===== config.mk =====
export PLATFORM = sky130hd
export DESIGN_NAME = murmur3_x86_32_hash
export DESIGN_NICKNAME = d
export VERILOG_FILES = /design/src/mm3_pkg.sv /design/src/murmur3_x86_32_hash.sv /design/src/mm3_ctrl.sv /design/src/mm3_datapath.sv
export SDC_FILE = /design/constraint.sdc
export NUM_CORES = 2
export LEC_CHECK = 0
export BUFFER_PORTS_ARGS = -buffer_cell sky130_fd_sc_hd__buf_4
export CORE_UTILIZATION = 50
export DETAILED_ROUTE_END_ITERATION = 8
export GPL_TIMING_DRIVEN = 0
export PLACE_DENSITY = 0.66
export SLEW_MARGIN = 20
export SYNTH_ARGS = -nofsm -noshare
export SYNTH_HDL_FRONTEND = slang
export SYNTH_HIERARCHICAL = 1
export SYNTH_SLANG_ARGS = --single-unit
export TNS_END_PERCENT = 50

===== constraint.sdc =====
create_clock -name clk -period 14.8 [get_ports clk]
set_input_delay 0.74 -clock clk [delete_from_list [all_inputs] [get_ports clk]]
set_output_delay 0.74 -clock clk [all_outputs]
set_load 0.02 [all_outputs]

===== src/mm3_pkg.sv =====
// Shared types, constants and helper functions for the MurmurHash3 x86_32 block.
// Used by mm3_ctrl, mm3_datapath and murmur3_x86_32_hash; depends on nothing else.
package mm3_pkg;

  localparam logic [31:0] MIX_C1     = 32'hcc9e2d51;
  localparam logic [31:0] MIX_C2     = 32'h1b873593;
  localparam logic [31:0] MIX_ADD    = 32'he6546b64;
  localparam logic [31:0] FIN_M1     = 32'h85ebca6b;
  localparam logic [31:0] FIN_M2     = 32'hc2b2ae35;
  localparam logic [31:0] SEED_RESET = 32'h9747b28c;

  localparam int OP_W = 4;

  localparam logic [OP_W-1:0] OP_NONE   = 4'd0;
  localparam logic [OP_W-1:0] OP_K_C1   = 4'd1;
  localparam logic [OP_W-1:0] OP_K_C2   = 4'd2;
  localparam logic [OP_W-1:0] OP_BLK_H  = 4'd3;
  localparam logic [OP_W-1:0] OP_FIN_X  = 4'd4;
  localparam logic [OP_W-1:0] OP_FIN_XT = 4'd5;
  localparam logic [OP_W-1:0] OP_FIN_M1 = 4'd6;
  localparam logic [OP_W-1:0] OP_FIN_M2 = 4'd7;
  localparam logic [OP_W-1:0] OP_OUT    = 4'd8;

  typedef struct packed {
    logic            absorb;
    logic [OP_W-1:0] op;
  } mm3_cmd_t;

  typedef struct packed {
    logic pos_full;
    logic pos_nz;
    logic out_free;
  } mm3_stat_t;

  function automatic logic [31:0] rotl15(input logic [31:0] v);
    return {v[16:0], v[31:17]};
  endfunction

  function automatic logic [31:0] rotl13(input logic [31:0] v);
    return {v[18:0], v[31:19]};
  endfunction

endpackage


===== src/murmur3_x86_32_hash.sv =====
// Top level of the streaming MurmurHash3 x86_32 block.
// Depends on mm3_pkg, mm3_ctrl and mm3_datapath.
//
// Key bytes enter on the input channel (in_valid, in_stall), one item per
// transfer: key_byte with has_byte set adds a byte, last_byte ends the key.
// An item with has_byte clear and last_byte set finishes the key as it is,
// which hashes the empty key when no byte came before.
// The finished hash leaves on the output channel (out_valid, out_stall).
// Bytes are taken one per cycle while in_stall is low; after every fourth
// byte the block mixing step holds in_stall high while the single shared
// 32x32 multiplier scrambles the block and the running hash is updated.
// After the last item the block runs the tail scramble if a tail of one to
// three bytes remains, or the block mixing step if the last byte completes
// a block, then the avalanche and its multiplier passes (FIN_M1, FIN_M2).
// The output register lets the next key start while a hash waits; a stall
// on the output only holds the block once a second hash is finished.
// The seed register is written through cfg_write_en and cfg_write_data;
// the user must do so only while the block is idle; the block does not
// enforce it. A write reloads the running hash if the key has no byte yet.
// Synchronous reset sets the seed to its default and drops any partial key.
module murmur3_x86_32_hash (
  input  logic        clk,
  input  logic        rst,
  input  logic        in_valid,
  output logic        in_stall,
  input  logic [7:0]  key_byte,
  input  logic        has_byte,
  input  logic        last_byte,
  output logic        out_valid,
  input  logic        out_stall,
  output logic [31:0] hash_value,
  input  logic        cfg_write_en,
  input  logic [31:0] cfg_write_data
);
  import mm3_pkg::*;

  mm3_cmd_t  cmd;
  mm3_stat_t stat;
  logic      ready;

  assign in_stall = !ready;

  mm3_ctrl u_ctrl (
    .clk       (clk),
    .rst       (rst),
    .in_valid  (in_valid),
    .has_byte  (has_byte),
    .last_byte (last_byte),
    .stat      (stat),
    .ready     (ready),
    .cmd       (cmd)
  );

  mm3_datapath u_datapath (
    .clk            (clk),
    .rst            (rst),
    .cmd            (cmd),
    .key_byte       (key_byte),
    .has_byte       (has_byte),
    .cfg_write_en   (cfg_write_en),
    .cfg_write_data (cfg_write_data),
    .out_stall      (out_stall),
    .stat           (stat),
    .out_valid      (out_valid),
    .hash_value     (hash_value)
  );

endmodule


===== src/mm3_ctrl.sv =====
// Sequencing state machine for the MurmurHash3 x86_32 block.
// Depends on mm3_pkg; drives the command of mm3_datapath from its status.
module mm3_ctrl (
  input  logic              clk,
  input  logic              rst,
  input  logic              in_valid,
  input  logic              has_byte,
  input  logic              last_byte,
  input  mm3_pkg::mm3_stat_t stat,
  output logic              ready,
  output mm3_pkg::mm3_cmd_t  cmd
);
  import mm3_pkg::*;

  localparam logic [3:0] S_IDLE    = 4'd0;
  localparam logic [3:0] S_BLK_C1  = 4'd1;
  localparam logic [3:0] S_BLK_C2  = 4'd2;
  localparam logic [3:0] S_BLK_H   = 4'd3;
  localparam logic [3:0] S_TAIL_C1 = 4'd4;
  localparam logic [3:0] S_TAIL_C2 = 4'd5;
  localparam logic [3:0] S_FIN_X   = 4'd6;
  localparam logic [3:0] S_FIN_XT  = 4'd7;
  localparam logic [3:0] S_FIN_M1  = 4'd8;
  localparam logic [3:0] S_FIN_M2  = 4'd9;
  localparam logic [3:0] S_OUT     = 4'd10;

  logic [3:0] state;
  logic [3:0] state_next;
  logic       pend_last;
  logic       pend_last_next;
  logic       accept;
  logic       blk_done;

  assign ready    = (state == S_IDLE);
  assign accept   = in_valid && ready;
  assign blk_done = has_byte && stat.pos_full;

  always_comb begin
    state_next     = state;
    pend_last_next = pend_last;
    cmd.absorb     = accept;
    cmd.op         = OP_NONE;
    case (state)
      S_IDLE: begin
        if (accept) begin
          if (blk_done) begin
            state_next     = S_BLK_C1;
            pend_last_next = last_byte;
          end else if (last_byte) begin
            state_next = (stat.pos_nz || has_byte) ? S_TAIL_C1 : S_FIN_X;
          end
        end
      end
      S_BLK_C1: begin
        cmd.op     = OP_K_C1;
        state_next = S_BLK_C2;
      end
      S_BLK_C2: begin
        cmd.op     = OP_K_C2;
        state_next = S_BLK_H;
      end
      S_BLK_H: begin
        cmd.op     = OP_BLK_H;
        state_next = pend_last ? S_FIN_X : S_IDLE;
      end
      S_TAIL_C1: begin
        cmd.op     = OP_K_C1;
        state_next = S_TAIL_C2;
      end
      S_TAIL_C2: begin
        cmd.op     = OP_K_C2;
        state_next = S_FIN_XT;
      end
      S_FIN_X: begin
        cmd.op     = OP_FIN_X;
        state_next = S_FIN_M1;
      end
      S_FIN_XT: begin
        cmd.op     = OP_FIN_XT;
        state_next = S_FIN_M1;
      end
      S_FIN_M1: begin
        cmd.op     = OP_FIN_M1;
        state_next = S_FIN_M2;
      end
      S_FIN_M2: begin
        cmd.op     = OP_FIN_M2;
        state_next = S_OUT;
      end
      S_OUT: begin
        if (stat.out_free) begin
          cmd.op     = OP_OUT;
          state_next = S_IDLE;
        end
      end
      default: begin
        state_next = S_IDLE;
      end
    endcase
  end

  always_ff @(posedge clk) begin
    if (rst) begin
      state     <= S_IDLE;
      pend_last <= 1'b0;
    end else begin
      state     <= state_next;
      pend_last <= pend_last_next;
    end
  end

endmodule


===== src/mm3_datapath.sv =====
// Hash state, shared 32x32 multiplier and output register of the MurmurHash3 block.
// Depends on mm3_pkg; steered by the command from mm3_ctrl.
module mm3_datapath (
  input  logic               clk,
  input  logic               rst,
  input  mm3_pkg::mm3_cmd_t  cmd,
  input  logic [7:0]         key_byte,
  input  logic               has_byte,
  input  logic               cfg_write_en,
  input  logic [31:0]        cfg_write_data,
  input  logic               out_stall,
  output mm3_pkg::mm3_stat_t stat,
  output logic               out_valid,
  output logic [31:0]        hash_value
);
  import mm3_pkg::*;

  logic [31:0] seed;
  logic [31:0] running_hash;
  logic [31:0] block_acc;
  logic [1:0]  byte_pos;
  logic [31:0] key_length;
  logic [31:0] work;

  logic [31:0] mul_a;
  logic [31:0] mul_b;
  logic [31:0] prod;
  logic [31:0] mix_x;
  logic [31:0] fin_x;
  logic [31:0] byte_shifted;

  assign stat.pos_full = (byte_pos == 2'd3);
  assign stat.pos_nz   = (byte_pos != 2'd0);
  assign stat.out_free = !out_valid || !out_stall;

  assign byte_shifted = {24'd0, key_byte} << {byte_pos, 3'd0};
  assign mix_x        = rotl13(running_hash ^ work);
  assign fin_x        = (cmd.op == OP_FIN_XT) ? (running_hash ^ work ^ key_length)
                                              : (running_hash ^ key_length);

  always_comb begin
    mul_a = work;
    mul_b = FIN_M1;
    case (cmd.op)
      OP_K_C1: begin
        mul_a = block_acc;
        mul_b = MIX_C1;
      end
      OP_K_C2: begin
        mul_a = rotl15(work);
        mul_b = MIX_C2;
      end
      OP_FIN_M2: begin
        mul_a = work ^ (work >> 13);
        mul_b = FIN_M2;
      end
      default: begin
        mul_a = work;
        mul_b = FIN_M1;
      end
    endcase
  end

  assign prod = mul_a * mul_b;

  always_ff @(posedge clk) begin
    case (cmd.op)
      OP_K_C1, OP_K_C2, OP_FIN_M1, OP_FIN_M2: begin
        work <= prod;
      end
      OP_FIN_X, OP_FIN_XT: begin
        work <= fin_x ^ (fin_x >> 16);
      end
      default: begin
        work <= work;
      end
    endcase
    if (cmd.op == OP_OUT) begin
      hash_value <= work ^ (work >> 16);
    end
  end

  always_ff @(posedge clk) begin
    if (rst) begin
      seed         <= SEED_RESET;
      running_hash <= SEED_RESET;
      block_acc    <= 32'd0;
      byte_pos     <= 2'd0;
      key_length   <= 32'd0;
      out_valid    <= 1'b0;
    end else begin
      if (cmd.absorb && has_byte) begin
        block_acc  <= block_acc | byte_shifted;
        byte_pos   <= byte_pos + 2'd1;
        key_length <= key_length + 32'd1;
      end
      if (cmd.op == OP_BLK_H) begin
        running_hash <= mix_x + {mix_x[29:0], 2'b00} + MIX_ADD;
        block_acc    <= 32'd0;
      end
      if (cmd.op == OP_OUT) begin
        running_hash <= seed;
        block_acc    <= 32'd0;
        byte_pos     <= 2'd0;
        key_length   <= 32'd0;
        out_valid    <= 1'b1;
      end else if (!out_stall) begin
        out_valid <= 1'b0;
      end
      if (cfg_write_en) begin
        seed <= cfg_write_data;
        if (key_length == 32'd0) begin
          running_hash <= cfg_write_data;
        end
      end
    end
  end

endmodule

[Yosys cells after proc, flatten, opt, wreduce, memory -nomap -nowiden]
Cells that the tools add are included.
Storage, ports and cells
  register bits after elaboration: 200
  output and inout port bits: 34
Operators by class
  $add $sub $neg: 4
  $mul: 1
  eq/ne operators: 23
  shift-type cells: 1
  muxes and demuxes: 19
  bitwise gates (word level): 7
  reduce and logical (&&, ||, !) cells: 21
Operators by type and width (number)
  $pmux W32 S3: 2
  $mux W32: 5
  $xor A32 B32 Y32: 3
  $pmux W32 S2: 1
  $xor A32 B16 Y32: 2
  $pmux W4 S10: 1
  $add A32 B1 Y32 const B: 1
  $add A32 B32 Y32: 1
  $add A32 B32 Y32 const B: 1
  $eq A4 B3 Y1 const B: 8
  $logic_not A32 Y1: 1
  $mul A32 B32 Y32: 1
  $or A32 B32 Y32: 1
  $pmux W4 S8: 1
  $shl A8 B5 Y32: 1
  $xor A32 B19 Y32: 1
  $mux W4: 5
  $eq A4 B2 Y1 const B: 4
  $eq A4 B4 Y1 const B: 4
  $reduce_or A2 Y1: 5
  $eq A4 B1 Y1 const B: 2
  $reduce_and A3 Y1: 2
  $logic_not A4 Y1: 1
  $ne A2 B1 Y1 const B: 2
  13 further kinds: 20

[Depth between registers and ports, before layout]
  depth after elaboration: 9
  mapped depth: 39
  mapped depth without buffers: 37

[Cells and area by module]
Netlist, hierarchy kept.
By module, submodules not included
  mm3_datapath: times used 1, cells an instance 2915, area an instance 26002.4 µm²
  mm3_ctrl: times used 1, cells an instance 52, area an instance 440.4 µm²
  murmur3_x86_32_hash: times used 1, cells an instance 1, area an instance 3.8 µm²

[Least setup slack after synthesis]
No wires, ideal clock.
  kind: input to register
  start: input port out_stall
  end: register u_datapath.work[31] (data pin)
  arrival: 8.909 ns
  data required time: 14.530 ns
  slack: 5.621 ns
  cell stages on the path: 35
  buffers on the path: 3
  cell sequence: nand2_1 > nand2_1 > nor3_1 > buf_2 > and4b_1 > nor3_1 > buf_2 > buf_1 > nand2_1 > nand2_1 > nand2_1 > fa_1 > inv_1 > fa_1 > fa_1 > inv_1 > fa_1 > inv_1 > fa_1 > inv_1 > fa_1 > inv_1 > fa_1 > fa_1 > ha_1 > and3_1 > nand4_1 > o31ai_1 > a211oi_1 > nand3_1 > a221o_1 > a41oi_1 > o21ai_0 > xor2_1 > a21oi_1
RTL lines
  start, declared: RTL line murmur3_x86_32_hash.sv:30  | input logic out_stall,
  end signal, assigned: RTL line mm3_datapath.sv:69  | work <= prod;
  end signal, assigned: RTL line mm3_datapath.sv:72  | work <= fin_x ^ (fin_x >> 16);
  end signal, assigned: RTL line mm3_datapath.sv:75  | work <= work;
  end, declared: RTL line mm3_datapath.sv:23  | logic [31:0] work;

==> metrics <==
run status=finished, final reports clean; Critical Path End Type=flop; Final nets=3709; Post-Syn Area=0.02645 mm^2; Setup TNS=0 ns; Buffers on Ports=80; GRT Overall Usage=40.58%; cts hold-fix bufs=0; RSZ-0062 raised after global routing=false; min Tclk post-route=12.56 ns; clk sinks=200; initial antenna violation count=4; die area=0.05382 mm^2; Residual DRC=0; FFs w/ async S/R, synth=0%; io pins=81; total number of vias=22230; setup bufs post-CTS=0; WP data required=14.97 ns; count of pins over their slew limit=0; post-synthesis cell count=2968; CP peak stage delay=0.90 ns; Core Box Area=0.05182 mm^2; antenna viol nets, final=0; CP Launch Type=input pin; Vert. Die Dim=232.0 um; layout cells sized above 1=5.640%; Min-Delay Path Class=flop to flop; synth unique cells=89; Area growth syn-to-layout=8.019%; post_cts resized=0; Worst path slowest cell=nor3_1; Max Cap Viol=0; first drt pass iteration count=7; Final setup viols=0; grt ovf=0; Routed WL=106.8 mm; Starting Density=51.03%; Fill cells=4914; Synth Net Count=3605; number of global-route vias before repair=22200; Yosys reg bits=200; WL/cell=28.36 um; total CTS buffers=17; Final Cycle Share=84.84%; Synth Warn #=6; Least-Margin Pin Slew=1.251 ns; worst-path fanout max=10; Root Driver=clkbuf_16; Clock transition at path regs=0.08 ns; Fmax=79.64 MHz; Vias/cell=5.903; Initial DRC Count=2657; clock buffer depth=2; GPL Wtd Cong=1.056; Post-synth EDFFs=64; clock latency on the worst-skew pair=0.46 ns; num rows=83; Hold Vio Cnt, Final=0; cell with the most instances after synthesis=inv_1; area leader, netlist=fa_1; Synth top area share=28.46%; final core occ=55.13%; HPWL after detailed placement=91.32 mm; TritonCTS clock tree=yes; first-pass GRT wire length=153.2 mm; register area share after synthesis=17.56%; WP data arrival=12.73 ns; DIE WIDTH=232.0 um; Post-synth top cells=inv_1 (579), fa_1 (376), nand2_1 (246), nor2_1 (239), ha_1 (214); ys flop type=dfxtp_1; Setup Crit Path Kind=input pin to flop; top cells by area, synth=fa_1 (28%), dfxtp_1 (10%), ha_1 (10%); max_slew headroom=16.57%; largest net degree at the start of global routing=33; clk_skew=0.01386 ns; Avg Cell Area, Syn=8.911 um^2; H-tree depth=4; most used cell, CP=fa_1
[logic make-up (layout without fill, tap and decap cells)]
group	after synthesis	in the layout	share of synthesized area, %
xor gates and xnor gates	257	257	8.771
AOI/OAI and AO/OA	456	456	11.16
muxes	21	21	0.7995
other	0	1	0
DFF	200	200	17.56
adders and majority gates	590	590	38.59
buffers and inverters	725	842	10.45
and+or+nand+nor	719	719	12.67
[layout by cell type, fill, tap and decap left out, types with 7 or more instances in the layout]
cell and instances:
and2_1 24, fa_1 376, nand2_1 245, or3_1 20, a21oi_1 138, o21bai_1 18, nand2b_1 22, xnor2_1 156
a221oi_1 8, nand3_1 34, clkbuf_16 17, a21o_1 42, a211oi_1 13, o21a_1 12, nand3b_1 12, nand4_1 9
dfxtp_1 136, and3_1 12, a22oi_1 19, buf_2 12, buf_4 84, clkbuf_1 118, ha_1 214, a31oi_1 13
nor2_1 239, nor2b_1 26, o21ai_0 93, o211ai_1 13, edfxtp_1 64, inv_1 579, nor3_1 20, or2_2 9
a211o_1 22, xor2_1 96, nor4_1 10, a311oi_1 7, mux2i_1 20
[metal layers]
| metal | GRT usage (%) | share of wire [%] |
|---|---|---|
| met5 | 0 | 0.012 |
| met1 | 59.01 | 43 |
| met2 | 60.01 | 43 |
| met4 | 14.91 | 4.2 |
| met3 | 7.355 | 10 |
[worst paths after layout]
check                           start                         to  slack [ns]  cells after the start
setup / recovery            out_stall        u_datapath/work[31]        2.24                     36
hold reg to reg   u_datapath/work[20]  u_datapath/hash_value[20]        0.46                      0
hold / removal    u_datapath/work[20]  u_datapath/hash_value[20]        0.46                      0
setup reg to reg      u_ctrl/state[3]        u_datapath/work[31]        2.31                     35
[sequential cells by signal, indices dropped and copies added, names as in the netlist]
| name | flops |
|---|---|
| u_ctrl/pend_last | 1 |
| u_ctrl/state | 4 |
| u_datapath/block_acc | 32 |
| u_datapath/byte_pos | 2 |
| u_datapath/hash_value | 32 |
| u_datapath/key_length | 32 |
| u_datapath/out_valid | 1 |
| u_datapath/running_hash | 32 |
| u_datapath/seed | 32 |
| u_datapath/work | 32 |
[metrics by stage]
| stage | hold WS (ns) | setup WS [ns] | std cells | area [um^2] |
|---|---|---|---|---|
| final | 0.4582 | 2.243 | 3766 | 28570 |
| after global routing | 0.4827 | 2.028 | 3765 | 28560 |
| after CTS | 0.4588 | 2.500 | 3765 | 28560 |
| after detailed placement | 0.4401 | 2.033 | 3733 | 27980 |
| after global placement | 0.4363 | 2.159 | 3728 | 27900 |
| after floorplan | 0.4244 | 5.621 | 2968 | 26450 |
[cell type report]
cell class | count | area (um^2) | share of cell area [%]
Antenna cell | 1 | 2.502 | 0.008760
Buffer | 143 | 581.8 | 2.037
Clock buffer | 17 | 425.4 | 1.489
Clock inverter | 15 | 156.4 | 0.5475
Inverter | 582 | 2185 | 7.647
Multi-Input combinational cell | 2043 | 19070 | 66.74
Sequential cell | 200 | 4644 | 16.26
Tap cell | 680 | 850.8 | 2.978
Timing Repair Buffer | 85 | 654.4 | 2.291
[worst max-delay path: cells and delay by family]
| family | cells | cell delay [ns] |
|---|---|---|
| fa+ha+maj | 9 | 4.60 |
| simple gates | 9 | 3.57 |
| buf+inv | 10 | 2.01 |
| compound gates | 7 | 1.57 |
| xor+xnor | 1 | 0.20 |
Power is not shown: default switching activity piles up to over one toggle a cycle in this logic, so the estimate is an artifact.
